File: src/rtl/core/pptm_pkg.sv
`default_nettype none
package pptm_pkg;

	// operation codes
	localparam logic [2:0] OP_RD_WORD = 3'd0;
	localparam logic [2:0] OP_WR_WORD = 3'd1;
	localparam logic [2:0] OP_RD_BYTE = 3'd2;
	localparam logic [2:0] OP_WR_BYTE = 3'd3;
	localparam logic [2:0] OP_CHECK   = 3'd4;
	localparam logic [2:0] OP_ADD_MAP = 3'd5;

	// status codes
	localparam logic [1:0] ST_OK   = 2'd0;
	localparam logic [1:0] ST_MISS = 2'd1;
	localparam logic [1:0] ST_FULL = 2'd2;

	localparam logic [31:0] BYPASS_MASK = 32'h1FFF_FFFF;
	localparam logic [31:0] PAGE_MASK   = 32'h0000_0FFF;
	localparam logic [31:0] ALL_ONES    = 32'hFFFF_FFFF;
	localparam int          TAG_W       = 19;
	localparam int          FRAME_W     = 20;
	localparam int          QDEPTH      = 2;

	typedef struct packed {
		logic [2:0]  operation;
		logic [31:0] address;
		logic [31:0] write_data;
	} in_t;

	typedef struct packed {
		logic [31:0] read_data;
		logic [1:0]  status;
	} out_t;

	// work classes for the back end
	typedef enum logic [2:0] {
		K_DONE,
		K_RD_WORD,
		K_WR_WORD,
		K_RD_BYTE,
		K_WR_BYTE
	} kind_t;

	typedef struct packed {
		kind_t       kind;
		logic [29:0] word;
		logic [1:0]  lane;
		logic [31:0] data;
		logic [1:0]  status;
	} cmd_t;

	// replace one byte lane of a word
	function automatic logic [31:0] merge_byte(input logic [31:0] w, input logic [1:0] lane,
			input logic [7:0] b);
		logic [31:0] mask;
		logic [31:0] ins;
		mask = 32'h0000_00FF << {lane, 3'b000};
		ins  = {24'd0, b} << {lane, 3'b000};
		return (w & ~mask) | ins;
	endfunction

endpackage
`default_nettype wire

File: src/rtl/core/pptm_cmdq.sv
`default_nettype none
module pptm_cmdq (
	input  wire logic           clk,
	input  wire logic           arst_n,
	input  wire logic           push,
	input  wire pptm_pkg::cmd_t din,
	input  wire logic           pop,
	output pptm_pkg::cmd_t      dout,
	output logic                full,
	output logic                empty
);
	pptm_pkg::cmd_t slot_q [pptm_pkg::QDEPTH];
	logic           wptr_q;
	logic           rptr_q;
	logic [1:0]     cnt_q;

	assign dout  = slot_q[rptr_q];
	assign full  = cnt_q == 2'(pptm_pkg::QDEPTH);
	assign empty = cnt_q == 2'd0;

	// payload slots
	always_ff @(posedge clk) begin
		if (push) begin
			slot_q[wptr_q] <= din;
		end
	end

	// pointers and fill count
	always_ff @(posedge clk or negedge arst_n) begin
		if (!arst_n) begin
			wptr_q <= 1'b0;
			rptr_q <= 1'b0;
			cnt_q  <= 2'd0;
		end else begin
			if (push) begin
				wptr_q <= ~wptr_q;
			end
			if (pop) begin
				rptr_q <= ~rptr_q;
			end
			cnt_q <= cnt_q + 2'(push) - 2'(pop);
		end
	end
endmodule
`default_nettype wire

File: config.mk
export PLATFORM = sky130hd
export DESIGN_NAME = pptm_cmdq
export DESIGN_NICKNAME = d
export VERILOG_FILES = /design/src/rtl/core/pptm_pkg.sv /design/src/rtl/core/pptm_cmdq.sv
export SDC_FILE = /design/constraint.sdc
export NUM_CORES = 1
export LEC_CHECK = 0
export BUFFER_PORTS_ARGS = -buffer_cell sky130_fd_sc_hd__buf_2
export CAP_MARGIN = 15
export CORE_UTILIZATION = 55
export DETAILED_ROUTE_END_ITERATION = 10
export PLACE_DENSITY = 0.9
export SLEW_MARGIN = 20
export SYNTH_ARGS = -nofsm -noshare
export SYNTH_HDL_FRONTEND = slang
export SYNTH_SLANG_ARGS = --single-unit
File: constraint.sdc
create_clock -name clk -period 8.51 [get_ports clk]
set_clock_uncertainty 0.15 [all_clocks]
set_input_delay 0.851 -clock clk [delete_from_list [all_inputs] [get_ports clk]]
set_output_delay 0.851 -clock clk [all_outputs]
set_load 0.005 [all_outputs]
Word-level counts from Yosys, hierarchy flattened
Memory sizes are Yosys's and may differ from the RTL's.
Cells that the tools add are included.

operators by class
  $add $sub $neg = 2
  equal/unequal tests = 1
  muxes and demuxes = 2
  bitwise gates (word level) = 2
  reductions and logical operators = 1

operators by type and width
  cell                                         count
  2-bit by 1-bit adder with 2-bit output       1
  2-bit equality test, second input constant   1
  2-bit zero test                              1
  1-bit two-way mux                            2
  1-bit inverter                               2
  2-bit by 1-bit subtractor with 2-bit output  1

storage, ports and cells
  flip-flop bits (word level) = 4
  RAM bits = 138
  input port bits = 73
  output and inout port bits = 71
  memories = 1

memory list
  name    words  bits a word  read ports  clocked after Yosys merged registers in  write ports  RTL line         source
  slot_q  2      69           1           0                                        1            pptm_cmdq.sv:12  pptm_pkg::cmd_t slot_q [pptm_pkg::QDEPTH];

Logic depth before layout (Yosys ltp)
  word-level depth = 2
  depth in mapped cells = 5
  gate-level depth less buffers = 5

Worst setup path before layout
OpenSTA, ideal clock, no wires.

  kind = in2reg
  start = input push
  end = memory slot_q[0][0] (netlist name), enable pin
  setup time = 0.505 ns
  arrival time = 3.879 ns
  data required time = 7.855 ns
  setup slack = 3.976 ns
  stages = 1
  buffers on the path = 0
  cell sequence = nor2b_1

on the way
  word-level cells in the longest chain between the ends = 2

RTL lines
  what                                     RTL line         source
  start, declared                          pptm_cmdq.sv:5   input wire logic push,
  1-bit two-way mux                        pptm_cmdq.sv:23  if (push) begin
  1-bit two-way mux (implied by the code)  pptm_cmdq.sv:24  slot_q[wptr_q] <= din;
  end, declared                            pptm_cmdq.sv:12

No other way between the ends.

==> out/results.tsv <==
metric	value	unit
DRC Markers	0	
final setup vio count	0	
synth top area cells	edfxtp_1 (75%), mux2_4 (19%), buf_12 (2.5%)	
fin crit share	0.4104	
compound-cell area share of the yosys netlist	0	
Setup TNS	0	ns
final hold slack	0.3699	ns
CTS tree	yes	
CP endpoint kind	output port	
Sw Share	0.2442	
maxcap violations	0	
combinational power share	0.268	
synth cell count leaders	edfxtp_1 (138), mux2_4 (69), buf_12 (7), dfrtp_1 (4)	
Crit path max-delay family	buffers and inverters	
launching element type of the critical path	register	
Synth Area in XOR/XNOR	0.007469	
total CTS buffers	17	
status	finished clean	
most common cell in the netlist	edfxtp_1	
grt total ovfl	0	
worst hold path class	in -> reg	
Synth cell types	12	
DRT iter0 DRCs	116	
synthesis warning total	0	
Longest Clk Path Bufs	2	
First-pass DRT Iterations	4	
Detailed Place HPWL	5.646	mm
part of the power in the clock network	0.319	
Arr. time, crit path	2.49	ns
dominant synthesized flop cell	edfxtp_1	
global-route wire length before repair	12.61	mm
worst stage delay on the critical path	0.83	ns
slowest CP cell	buf_4	
placed insts	500	
Synth Area in Simple Gates	0.004074	
largest family of logic cells by synthesized area	multiplexers	
post-synthesis sequential area ratio	0.7678	
Routed WL	8.817	mm
die width	102.3	um
Core ar.	9774	sq um
sw power	582.9	uW
vias in the first global route	2638	
Routability Congestion	0.6500	
final std cells w/o fill	534	
clk sink count	142	
H-tree depth	4	
pin count of the biggest net entering global routing	70	
number of port buffers	143	
P_leak	2.865	nW
max_slew headroom	0.2909	
Slew Viols, Final	0	
Reg clk slew, reported paths	0.06	ns
total power	2.387	mW
Seq pwr share	0.413	
effective utilization at floorplan	0.5655	
Syn-to-layout area delta	25.44	%
Net Count, Synth	305	
CP Cell Sequence	buf_4, mux2_4, buf_2	
Post-synth EDFFs	138	
critical path data required time	7.51	ns
Tmin final	3.493	ns
Net count, final	463	
FMAX	286.3	MHz
DIE HEIGHT	102.3	um
post-DR vias/cell	4.953	
P_int	1.804	mW
final hold vios	0	
Seq cells post-synth	142	
ANT cells	0	
Slew @ Worst Pin	1.064	ns
Power per Cell Area	344.2	nW/um^2
Syn Std Cell Area	5528	sq um
Adder-Cell Fraction of Synth Area	0.004527	
async set-reset flop share out of synthesis	0.02817	
Syn Inst Count	230	
CP bufs+invs	2	
Via Count	2645	
Critical Path Fanout Max	58	
area leader, netlist	edfxtp_1	
unrepaired setup endpoints after global routing	false	
Die ar.	10460	sq um
FP Rows	36	
post-CTS sizing	0	
maximum vdd drop	0.0003125	V
initial antenna violation count	1	
ratio of cells with drive above 1 in the final layout	0.6135	
post-synth top area share	0.7497	
CTS root buffer	clkbuf_8	
mux cell area share after synthesis	0.1874	
ANT nets after route	0	
Worst-Skew Late Latency	0.52	ns
routed length per instance	16.51	um
# IOs	144	
CP Class	reg -> out	
Overall Global Routing Usage	0.1730	
Avg Inst Size Synth	24.03	sq um
-- worst reg2reg max path: stages (launching register included) --
cell and delay (ns):
dfrtp_1 0.42, nor2b_4 0.37, buf_4 0.50
-- stage by stage --
stage	cell area, sq um	util	worst slack [ns]
detailed placement	6287	0.6432	5.512
global placement	6287	0.6432	5.521
finish	6934	0.7094	5.017
global route	6934	0.7094	4.912
CTS	6914	0.7074	4.995
floorplan	5528	-	3.976
-- power by group through the flow --
stage	registers, mW	clock network [mW]	logic, mW
after detailed placement	1.00	0	0.642
after global placement	0.992	0	0.631
final	0.986	0.762	0.639
after floorplan	0.981	0	0.507
after CTS	0.988	0.775	0.645
after global routing	1.00	0.799	0.696
-- cell usage in the layout (no fill, tap or decap), drive strengths merged --
cell type	synthesis	layout
buf	8	146
edfxtp	138	138
mux2	69	69
clkbuf	0	19
clkinv	0	8
bufinv	0	5
dfrtp	4	4
inv	2	2
xor2	2	2
ha	2	2
nor2b	2	2
xor3	1	1
nor2	1	1
and2	1	1
dlygate4sd3	0	1
-- layer usage --
layer / share of wire / vias to the layer above / GRT usage
met3: 0.064 / 16 / 0.06361
met1: 0.40 / 1284 / 0.2051
met5: 0.0011 / - / 0
li1: - / 1230 / -
met2: 0.51 / 113 / 0.2757
met4: 0.021 / 2 / 0.09560
-- logic make-up (layout without fill, tap and decap cells) --
family	Yosys count	in the layout
adder cells (fa/ha/maj)	2	2
buffers and inverters	10	181
AND/OR/NAND/NOR	4	4
multiplexers	69	69
flip-flops	142	142
XOR/XNOR	3	3
-- area by class of cell --
class                      instances  area, sq um
inverter                           2        7.507
clock inverter                    13        195.2
timing repair buffer             147        760.7
tap                              133        166.4
multi-input combinational         78         1135
sequential                       142         4248
clock buffer                      19        421.7
fill                             589         2840
-- repair_timing --
| item | CTS | global route |
|---|---|---|
| hold endpoints to repair | 4 | 0 |
| hold buffers | 1 | 0 |
| setup buffers | 0 | 0 |
-- worst paths after layout --
path	from	endpoint	slack, ns	depth (start not counted)
worst max-delay path	rptr_q	dout[40]	5.02	3
worst min-delay path	din[18]	slot_q[1][18]	0.37	1
worst max register to register	wptr_q	slot_q[0][61]	6.70	2
worst min register to register	wptr_q	wptr_q	0.40	1
max in group asynchronous	arst_n	rptr_q	7.56	2
min in group asynchronous	arst_n	wptr_q	0.52	2
-- state kept, by name, summed over array words and instances (netlist names) --
name	flops
cnt_q	2
slot_q	138
rptr_q	1
wptr_q	1
(Power assumes the default switching activity.)
