## src/rtl/core/pptm_pkg.sv

```systemverilog
`default_nettype none
package pptm_pkg;

	// operation codes
	localparam logic [2:0] OP_RD_WORD = 3'd0;
	localparam logic [2:0] OP_WR_WORD = 3'd1;
	localparam logic [2:0] OP_RD_BYTE = 3'd2;
	localparam logic [2:0] OP_WR_BYTE = 3'd3;
	localparam logic [2:0] OP_CHECK   = 3'd4;
	localparam logic [2:0] OP_ADD_MAP = 3'd5;

	// status codes
	localparam logic [1:0] ST_OK   = 2'd0;
	localparam logic [1:0] ST_MISS = 2'd1;
	localparam logic [1:0] ST_FULL = 2'd2;

	localparam logic [31:0] BYPASS_MASK = 32'h1FFF_FFFF;
	localparam logic [31:0] PAGE_MASK   = 32'h0000_0FFF;
	localparam logic [31:0] ALL_ONES    = 32'hFFFF_FFFF;
	localparam int          TAG_W       = 19;
	localparam int          FRAME_W     = 20;
	localparam int          QDEPTH      = 2;

	typedef struct packed {
		logic [2:0]  operation;
		logic [31:0] address;
		logic [31:0] write_data;
	} in_t;

	typedef struct packed {
		logic [31:0] read_data;
		logic [1:0]  status;
	} out_t;

	// work classes for the back end
	typedef enum logic [2:0] {
		K_DONE,
		K_RD_WORD,
		K_WR_WORD,
		K_RD_BYTE,
		K_WR_BYTE
	} kind_t;

	typedef struct packed {
		kind_t       kind;
		logic [29:0] word;
		logic [1:0]  lane;
		logic [31:0] data;
		logic [1:0]  status;
	} cmd_t;

	// replace one byte lane of a word
	function automatic logic [31:0] merge_byte(input logic [31:0] w, input logic [1:0] lane,
			input logic [7:0] b);
		logic [31:0] mask;
		logic [31:0] ins;
		mask = 32'h0000_00FF << {lane, 3'b000};
		ins  = {24'd0, b} << {lane, 3'b000};
		return (w & ~mask) | ins;
	endfunction

endpackage
`default_nettype wire

```

## src/rtl/core/pptm_front.sv

```systemverilog
`default_nettype none
module pptm_front #(
	parameter int MEM_WORDS   = 65536,
	parameter int TLB_ENTRIES = 8
) (
	input  wire logic           clk,
	input  wire logic           arst_n,
	input  wire logic           accept,
	input  wire pptm_pkg::in_t  item,
	output pptm_pkg::cmd_t      cmd
);
	localparam int IW = $clog2(TLB_ENTRIES);

	logic [pptm_pkg::TAG_W-1:0]   tag_q   [TLB_ENTRIES];
	logic [pptm_pkg::FRAME_W-1:0] efr_q   [TLB_ENTRIES];
	logic [pptm_pkg::FRAME_W-1:0] ofr_q   [TLB_ENTRIES];
	logic [TLB_ENTRIES-1:0]       evld_q;
	logic [TLB_ENTRIES-1:0]       ovld_q;

	logic [pptm_pkg::TAG_W-1:0] tag;
	logic                       odd;
	logic                       bypass;
	logic                       hit_any;
	logic [IW-1:0]              hit_idx;
	logic                       free_any;
	logic [IW-1:0]              free_idx;
	logic                       xlat_ok;
	logic [31:0]                pa;
	logic                       in_range;
	logic                       mem_ok;
	logic [pptm_pkg::FRAME_W-1:0] frame;

	assign tag    = item.address[31:13];
	assign odd    = item.address[12];
	assign bypass = (item.address[31:29] == 3'd4) || (item.address[31:29] == 3'd5);

	// first matching tag and first empty entry
	always_comb begin
		hit_any  = 1'b0;
		hit_idx  = '0;
		free_any = 1'b0;
		free_idx = '0;
		for (int i = TLB_ENTRIES - 1; i >= 0; i--) begin
			if (tag_q[i] == tag) begin
				hit_any = 1'b1;
				hit_idx = IW'(i);
			end
			if (!evld_q[i] && !ovld_q[i]) begin
				free_any = 1'b1;
				free_idx = IW'(i);
			end
		end
	end

	// translation and range check
	always_comb begin
		frame = odd ? ofr_q[hit_idx] : efr_q[hit_idx];
		if (bypass) begin
			xlat_ok = 1'b1;
			pa      = item.address & pptm_pkg::BYPASS_MASK;
		end else begin
			xlat_ok = hit_any && (odd ? ovld_q[hit_idx] : evld_q[hit_idx]);
			pa      = {frame, 12'd0} | (item.address & pptm_pkg::PAGE_MASK);
		end
		in_range = {1'b0, pa[31:2]} < 31'(MEM_WORDS);
		mem_ok   = xlat_ok && in_range;
	end

	// classify the operation
	always_comb begin
		cmd.kind   = pptm_pkg::K_DONE;
		cmd.word   = pa[31:2];
		cmd.lane   = item.address[1:0];
		cmd.data   = item.write_data;
		cmd.status = pptm_pkg::ST_OK;
		unique case (item.operation)
			pptm_pkg::OP_RD_WORD: begin
				cmd.kind   = mem_ok ? pptm_pkg::K_RD_WORD : pptm_pkg::K_DONE;
				cmd.status = mem_ok ? pptm_pkg::ST_OK : pptm_pkg::ST_MISS;
			end
			pptm_pkg::OP_WR_WORD: begin
				cmd.kind   = mem_ok ? pptm_pkg::K_WR_WORD : pptm_pkg::K_DONE;
				cmd.status = mem_ok ? pptm_pkg::ST_OK : pptm_pkg::ST_MISS;
			end
			pptm_pkg::OP_RD_BYTE: begin
				cmd.kind   = mem_ok ? pptm_pkg::K_RD_BYTE : pptm_pkg::K_DONE;
				cmd.status = mem_ok ? pptm_pkg::ST_OK : pptm_pkg::ST_MISS;
			end
			pptm_pkg::OP_WR_BYTE: begin
				cmd.kind   = mem_ok ? pptm_pkg::K_WR_BYTE : pptm_pkg::K_DONE;
				cmd.status = mem_ok ? pptm_pkg::ST_OK : pptm_pkg::ST_MISS;
			end
			pptm_pkg::OP_CHECK: begin
				cmd.status = (mem_ok && pa[1:0] == 2'b00) ? pptm_pkg::ST_OK
					: pptm_pkg::ST_MISS;
			end
			pptm_pkg::OP_ADD_MAP: begin
				cmd.status = (bypass || hit_any || free_any) ? pptm_pkg::ST_OK
					: pptm_pkg::ST_FULL;
			end
			default: begin
				cmd.status = pptm_pkg::ST_OK;
			end
		endcase
	end

	// translation buffer update on add
	always_ff @(posedge clk or negedge arst_n) begin
		if (!arst_n) begin
			for (int i = 0; i < TLB_ENTRIES; i++) begin
				tag_q[i] <= '0;
				efr_q[i] <= '0;
				ofr_q[i] <= '0;
			end
			evld_q <= '0;
			ovld_q <= '0;
		end else if (accept && item.operation == pptm_pkg::OP_ADD_MAP && !bypass) begin
			priority if (hit_any) begin
				if (odd) begin
					ovld_q[hit_idx] <= 1'b1;
					ofr_q[hit_idx]  <= item.write_data[31:12];
				end else begin
					evld_q[hit_idx] <= 1'b1;
					efr_q[hit_idx]  <= item.write_data[31:12];
				end
			end else if (free_any) begin
				tag_q[free_idx] <= tag;
				if (odd) begin
					ovld_q[free_idx] <= 1'b1;
					ofr_q[free_idx]  <= item.write_data[31:12];
				end else begin
					evld_q[free_idx] <= 1'b1;
					efr_q[free_idx]  <= item.write_data[31:12];
				end
			end
		end
	end
endmodule
`default_nettype wire

```

## config.mk

```make
export PLATFORM = sky130hd
export DESIGN_NAME = pptm_front
export DESIGN_NICKNAME = d
export VERILOG_FILES = /design/src/rtl/core/pptm_pkg.sv /design/src/rtl/core/pptm_front.sv
export SDC_FILE = /design/constraint.sdc
export NUM_CORES = 1
export LEC_CHECK = 0
export BUFFER_PORTS_ARGS = -buffer_cell sky130_fd_sc_hd__buf_2
export CORE_ASPECT_RATIO = 1.25
export CORE_MARGIN = 8
export CORE_UTILIZATION = 30
export CTS_BUF_LIST = sky130_fd_sc_hd__clkbuf_8
export DETAILED_ROUTE_END_ITERATION = 12
export MAX_ROUTING_LAYER = met4
export PLACE_DENSITY = 0.53
export SLEW_MARGIN = 20
export SYNTH_ARGS = -nofsm -noshare
export SYNTH_HDL_FRONTEND = slang
export SYNTH_SLANG_ARGS = --single-unit
```

## constraint.sdc

```tcl
create_clock -name clk -period 4.7 [get_ports clk]
set_input_delay 0.94 -clock clk [delete_from_list [all_inputs] [get_ports clk]]
set_output_delay 0.94 -clock clk [all_outputs]
set_load 0.05 [all_outputs]
```

Yosys cells after proc, flatten, opt, wreduce, memory -nomap -nowiden:

Index checks and enable logic that the tools add are counted.

* shifts and indexed selects: 0
* equality and inequality tests: 19
* bitwise logic cells: 8
* magnitude comparators: 9
* divide/modulo/power cells: 0
* mux-type cells: 86
* multipliers: 0
* reduce and logical (&&, ||, !) cells: 44
* add/sub/neg operators: 0

Operator list (count)
* 2-to-1 mux 160 bit: 8
* bitwise mux 160 bit: 4
* bitwise mux 152 bit: 1
* equality test 19 bit: 8
* 2-to-1 mux 20 bit: 7
* binary-select mux 20 bit (select 3 bit): 2
* demux 20 bit (select 3 bit): 2
* 2-to-1 mux 8 bit: 8
* demux 19 bit (select 3 bit): 1
* 2-to-1 mux 3 bit: 17
* 2-to-1 mux 32 bit: 1
* OR 32 x 12 -> 32 bit: 1
* OR 8 bit: 4
* < comparator 30 x 17 -> 1 bit, second input constant: 1
* 2-to-1 mux 1 bit: 25
* 2-to-1 mux 19 bit: 1
* logical AND 1 bit: 17
* zero test 1 bit: 17
* equality test 3 bit, second input constant: 4
* case mux 3 bit (4 select lines): 1
* greater-or-equal comparator 4 bit, second input constant: 2
* < comparator 3 x 4 -> 1 bit, second input constant: 2
* < comparator 4 x 1 -> 1 bit, second input constant: 2
* inequality test 2 bit, second input constant: 4
* 16 further kinds: 26

* flip-flop bits (word level): 488
* latch bits: 0
* memories: 0
* output and inout port bits: 69
* bits in writable memories: 0
* input bits: 70
* ROM bits: 0
* logic and storage cells: 192

Logic depth before layout (Yosys ltp):

Gate-level depths: netlist of the first run.

* word-level depth: 21
* depth in mapped cells: 17
* mapped depth without buffers: 12

Least setup slack after synthesis of the first run:

OpenSTA, ideal clock, no wires.

* kind: input to output
* start point: input port item[60] (netlist bit)
* end point: output port cmd[68] (netlist bit)
* data required time: 3.760 ns
* stages: 15
* buffers on the path: 3
* arrival time: 5.569 ns
* path slack: -1.809 ns
* cells stage by stage: buf_4 -> buf_4 -> xnor2_1 -> nand4_1 -> nor3_1 -> o211ai_1 -> a2111o_1 -> buf_6 -> nand2_4 -> mux2_2 -> o211ai_1 -> o311ai_1 -> nor4_1 -> nand4_1 -> nor4_1

RTL lines
* from (decl): RTL line pptm_front.sv:9 `input wire pptm_pkg::in_t item,`
* to (decl): RTL line pptm_front.sv:10 `output pptm_pkg::cmd_t cmd`

==> flow_summary.yaml, run 1 <==
global_routing:
  grt_usage_pct: 18.3
  grt_overflow: 0
  grt_pass1_vias: 18700
  grt_max_degree: 97
  antenna_found_initial: 2
  grt_pass1_wl_um: 120000
layout:
  drive_above_1_share_pct: 51.5
  layout_commonest_cell: "dfrtp_1"
  syn_to_final_growth_pct: 32.0
  final_cell_count_no_fill: 3391
  nNetsFinal: 2335
  regArea_mm2: 0.0122
  final_cell_mix: "dfrtp_1, mux2_2, buf_4"
  fillers: 7645
  multi_input_area_mm2: 0.0118
place:
  dp_cells: 3183
  gp_congestion: 0.863
  place_hpwl_um: 53100
  portBuffers: 94
  pre_cts_slack_ps: -1900
route:
  finalWirelength_um: 80300
  routedWlPerCell_um: 23.7
  drtIter0Drc: 1055
  drt_first_pass_iters: 5
  dr_total_vias: 17200
  drc: 0
  detail-route-antenna-nets: 0
  vias_per_cell: 5.08
floorplanning:
  die_x_um: 269
  start_util_pct: 30.1
  fp-row-count: 116
  core_area_mm2: 0.0795
  die_h_um: 332
  boundaryPins: 139
  die_area_mm2: 0.0891
timing:
  setup_ws_ps: -1290
  fin_crit_sh_pct: 128
  setup_tns_ps: -13750
  rsz0062_at_grt: "yes"
  clock_skew_ps: 30.2
  maxSlewViolCount: 0
  setup-violations-final: 25
  period_needed_ps: 5990
  relSlewSlack_pct: 42.4
  fmax_ghz: 0.167
  worst_pin_slew_ps: 864
  finalHoldViolations: 0
status:
  failed_checks: "setup timing"
  status: "finished with violations"
critical_path:
  crit_required_ps: 3760
  path_class: "input port to output port"
  cp-end-kind: "output port"
  crit_buf_inv: 7
  crit_path_top_delay_cell: "a2111o_1"
  cpPeakStageDelay_ps: 520
  critPathLaunchType: "input port"
  worstPathArrival_ps: 5050
  path_cells: "buf_6, buf_12, xnor2_4, nand4_1, nor4_4, a22oi_2, a2111o_1, buf_6, buf_12, nand3_1, and3_1, nor4_1, a221o_2, nor4_4, nand4_1, buf_4, buf_12, nor4_4, buf_6"
  cpLargestDelayFamily: "simple AND/OR/NAND/NOR gates"
  critPathMaxFanout: 10
clock_network:
  clk_latency_ps: 690
  cts_tree: "yes"
  clockBufferDepth: 3
  cts_root_buf: "clkbuf_8"
  path_clk_slew_ps: 70
  numCtsBuffers: 81
  holdBufCountCts: 0
  clock-sinks: 488
  htree_num_levels: 3
synth:
  synth-edff-count: 0
  synthFlopType: "dfrtp_1"
  ys_ff_latch: 488
  synth_area_mm2: 0.0239
  seq_area_frac_synth_pct: 51.1
  ys.warnings.count: 0
  syn_inst: 1940
  synthArstFlopShare_pct: 100
  avgSynthCellArea_um2: 12.3
  netlist_top_cells_area: "dfrtp_1, mux2_2, xnor2_1"
  synth_top_area_cell: "dfrtp_1"
  syn-num-nets: 2010
  synth_top_area_share_pct: 51.1
  synth_cell_types: 75
power:
  irDropWorstVdd_mv: 0.172
  p_per_area_mw_per_mm2: 381
  leakage_nw: 14.9
flow_run:
  cap_viol_max_count: 0
hold_path:
  min_path_type: "input port to async pin"
## power by group
group | leakage, nW | total [mW] | switching (mW) | internal [mW]
registers | 6.66 | 5.34 | 0.459 | 4.88
logic | 7.34 | 2.96 | 1.42 | 1.54
clock network | 0.933 | 3.72 | 1.79 | 1.92
total | 14.9 | 12.0 | 3.67 | 8.35
## synth_stat cells, drive strengths merged, types with 7 or more instances
cell	instances
a221o	10
nand4	33
nand2b	16
mux2i	43
o211ai	10
nor2	55
a221oi	17
a211oi	10
dfrtp	488
xnor2	112
inv	10
nor3	17
o31ai	9
buf	132
nor4	27
nand3	32
mux2	482
o221ai	12
nand2	105
clkbuf	72
o22ai	33
or3	7
o21ai	45
a21oi	39
a31oi	11
xor2	41
## logic make-up (layout without fill, tap and decap cells)
logic type | Yosys count | count (layout) | share of synthesized area (%)
other | 0 | 3 | 0
DFF | 488 | 488 | 51.1
AOI/OAI and AO/OA | 241 | 241 | 7.09
and+or+nand+nor | 319 | 319 | 6.76
buffers and inverters | 214 | 600 | 5.00
muxes | 525 | 525 | 24.5
xor gates and xnor gates | 153 | 153 | 5.60
## routing by layer
layer / GRT usage [%] / part of all wire [%]
met4: 8.57 / 4.6
met2: 30.4 / 50
met1: 21.7 / 41
met5: - / 0
met3: 2.66 / 4.2
## stage by stage
step           cell area (um^2)  util, %  total power, mW  hold WS [ps]
3_3_place_gp              27900     35.1             7.96           464
5_1_grt                   31600     39.7             12.6           360
6_report                  31600     39.7             12.0           340
2_1_floorplan             24300        -             7.00           450
3_5_place_dp              27900     35.1             8.04           472
4_1_cts                   31100     39.1             12.1           312
## layout make-up
type                    instances  area share [%]
inverters                      10           0.119
clock inverters                48           0.836
flip-flops and latches        488            38.7
diodes                          3          0.0238
clock buffers                  96            4.19
repair buffers                446            14.6
multi-input cells            1238            37.4
well taps                    1062            4.21
## state kept, by name, summed over array words and instances, names as in the netlist
signal  count
efr_q     160
ofr_q     160
tag_q     152
evld_q      8
ovld_q      8
## worst paths after layout
check                           start         end  slack, ps  cells after the start
max in group asynchronous      arst_n   ofr_q[19]       3260                      2
min in group clk            efr_q[22]   efr_q[22]        490                      1
max                          item[52]     cmd[68]      -1290                     19
min                            arst_n  tag_q[135]        340                      1
min reg2reg                 efr_q[22]   efr_q[22]        490                      1
max reg2reg                tag_q[149]    ofr_q[7]        340                     20
## timing repair
action                                  4_1_cts  5_1_grt
resized for setup                           238      100
cloned                                        5        2
endpoints found under the setup margin       25       25
setup buffers                                66       11
pin swaps                                    85       72
Power figures use the tool's default switching activity.
==> run 2, diff against run 1 <==
--- a/config.mk
+++ b/config.mk
@@ -13,6 +13,7 @@
 export DETAILED_ROUTE_END_ITERATION = 12
 export MAX_ROUTING_LAYER = met4
 export PLACE_DENSITY = 0.53
+export RECOVER_POWER = 50
 export SLEW_MARGIN = 20
 export SYNTH_ARGS = -nofsm -noshare
 export SYNTH_HDL_FRONTEND = slang
==> run 2 against run 1 <==
Effect of this change: highest routed layer unchanged; core utilization decreased by 0.094 points; largest power group unchanged; critical path type unchanged; the flow finishes with violations (capacitance limit, slew limit, setup timing); non-clock buffer count unchanged; hold slack improved by 150 ps; cell count about the same; clock skew decreased by 0.76 ps.
==> flow_summary.yaml, run 2 (synthesis gave the netlist of run 1 again) <==
status:
  status: "finished with violations"
  failed_checks: "capacitance limit, slew limit, setup timing"
route:
  drt_first_pass_iters: 7
  drtIter0Drc: 1048
  finalWirelength_um: 80300
  drc: 0
  routedWlPerCell_um: 23.7
  dr_total_vias: 17300
  detail-route-antenna-nets: 0
  vias_per_cell: 5.09
global_routing:
  grt_max_degree: 97
  antenna_found_initial: 2
  grt_overflow: 0
  grt_usage_pct: 18.3
  grt_pass1_vias: 18700
  grt_pass1_wl_um: 120000
power:
  seqPwrFrac_pct: 44.4
  p_per_area_mw_per_mm2: 382
  switchingPower_mw: 3.68
  switching_share_pct: 30.6
  irDropWorstVdd_mv: 0.174
  leakage_nw: 14.9
  combPwrFrac_pct: 24.6
  p_clk_share_pct: 31.0
  p_int_mw: 8.34
  p_total_mw: 12.0
hold_path:
  whs_path_depth: 1
  min_path_type: "flip-flop to flip-flop"
floorplanning:
  die_h_um: 332
  start_util_pct: 30.1
  boundaryPins: 139
  die_x_um: 269
  fp-row-count: 116
  core_area_mm2: 0.0795
  die_area_mm2: 0.0891
timing:
  clock_skew_ps: 29.5
  relSlewSlack_pct: -77.1
  fmax_ghz: 0.168
  setup_tns_ps: -13630
  setup-violations-final: 25
  maxSlewViolCount: 169
  finalHoldViolations: 0
  fin_crit_sh_pct: 127
  worst_pin_slew_ps: 2660
  rsz0062_at_grt: "yes"
  setup_ws_ps: -1270
  period_needed_ps: 5970
layout:
  drive_above_1_share_pct: 51.5
  layout_commonest_cell: "dfrtp_1"
  fillers: 7654
  reg_top3: "efr_q (160), ofr_q (160), tag_q (152)"
  syn_to_final_growth_pct: 31.7
  nNetsFinal: 2335
  final_cell_mix: "dfrtp_1, mux2_2, buf_4"
critical_path:
  crit_required_ps: 3760
  r2r_cells: 20
  path_class: "input port to output port"
  cp-end-kind: "output port"
  rrSetupSlack_ps: 370
  worstPathArrival_ps: 5030
  critPathLaunchType: "input port"
  critPathMaxFanout: 9
clock_network:
  cts_root_buf: "clkbuf_8"
  clock-sinks: 488
  cts_tree: "yes"
  holdBufCountCts: 0
  clockBufferDepth: 3
  clk_latency_ps: 690
  htree_num_levels: 3
  path_clk_slew_ps: 60
  numCtsBuffers: 81
place:
  gp_congestion: 0.863
  place_hpwl_um: 53100
  portBuffers: 94
flow_run:
  cap_viol_max_count: 2
==> run 2: cell count changes in the layout (fill, tap and decap cells not counted), sizes merged <==
cell / delta
clkbuf: +8
diode: -1
buf: -8
==> run 2: area by class of cell <==
class                   instances  area (um^2)  area share (%)
diodes                          2         5.00          0.0159
clock buffers                  96         1320            4.20
clock inverters                48          264           0.838
inverters                      10         37.5           0.119
multi-input cells            1238        11800            37.5
flip-flops and latches        488        12200            38.8
well taps                    1062         1330            4.22
repair buffers                446         4520            14.4
==> run 2: worst paths after layout <==
path | start | end
min | efr_q[22] | efr_q[22]
max in group asynchronous | arst_n | efr_q[79]
max | item[49] | cmd[68]
min in group asynchronous | arst_n | tag_q[135]
min reg2reg | efr_q[22] | efr_q[22]
max reg2reg | tag_q[149] | ofr_q[7]
==> run 2: per-stage QoR <==
step / area, um^2 / cells / util, % / hold WS [ps] / worst slack, ps
6_report: 31500 / 3390 / 39.6 / 488 / -1270
5_1_grt: 31500 / 3390 / 39.6 / 484 / -1450
4_1_cts: 31100 / 3387 / 39.1 / 312 / -1310
3_5_place_dp: 27900 / 3183 / 35.1 / 472 / -1900
3_3_place_gp: 27900 / 3183 / 35.1 / 464 / -2000
2_1_floorplan: 24300 / 1940 / - / 450 / -761
==> run 2: critical path: stages <==
cell and delay (ps):
buf_2 160, buf_12 160, xnor2_1 210, nand4_1 250, nor4_2 240, buf_4 180
nand4_1 210, nand2_4 190, nand2_2 140, buf_4 220, buf_4 150, o31ai_2 200
nor4_1 80, a221o_2 350, nor4_4 260, nand4_1 290, buf_4 250, buf_12 130
nor4_4 210, buf_6 190
==> run 2: per-layer routing <==
| layer | track usage (%) | wire length, um |
|---|---|---|
| met5 | - | 0 |
| met4 | 8.57 | 3700 |
| met3 | 2.66 | 3490 |
| met2 | 30.4 | 40100 |
| met1 | 21.7 | 33000 |
==> run 2: repair_timing <==
item / 4_1_cts / 5_1_grt
endpoints found under the setup margin: 25 / 25
pin swaps: 85 / 72
resized for setup: 238 / 100
gates cloned: 5 / 2
setup buffers: 66 / 11
==> run 2: power by group through the flow <==
stage / clock [mW] / combinational [mW] / sequential (mW)
after global placement: 0 / 2.63 / 5.33
after global routing: 4.02 / 3.15 / 5.42
after detailed placement: 0 / 2.67 / 5.37
after floorplan: 0 / 1.75 / 5.24
after CTS: 3.84 / 2.92 / 5.31
final: 3.72 / 2.96 / 5.34
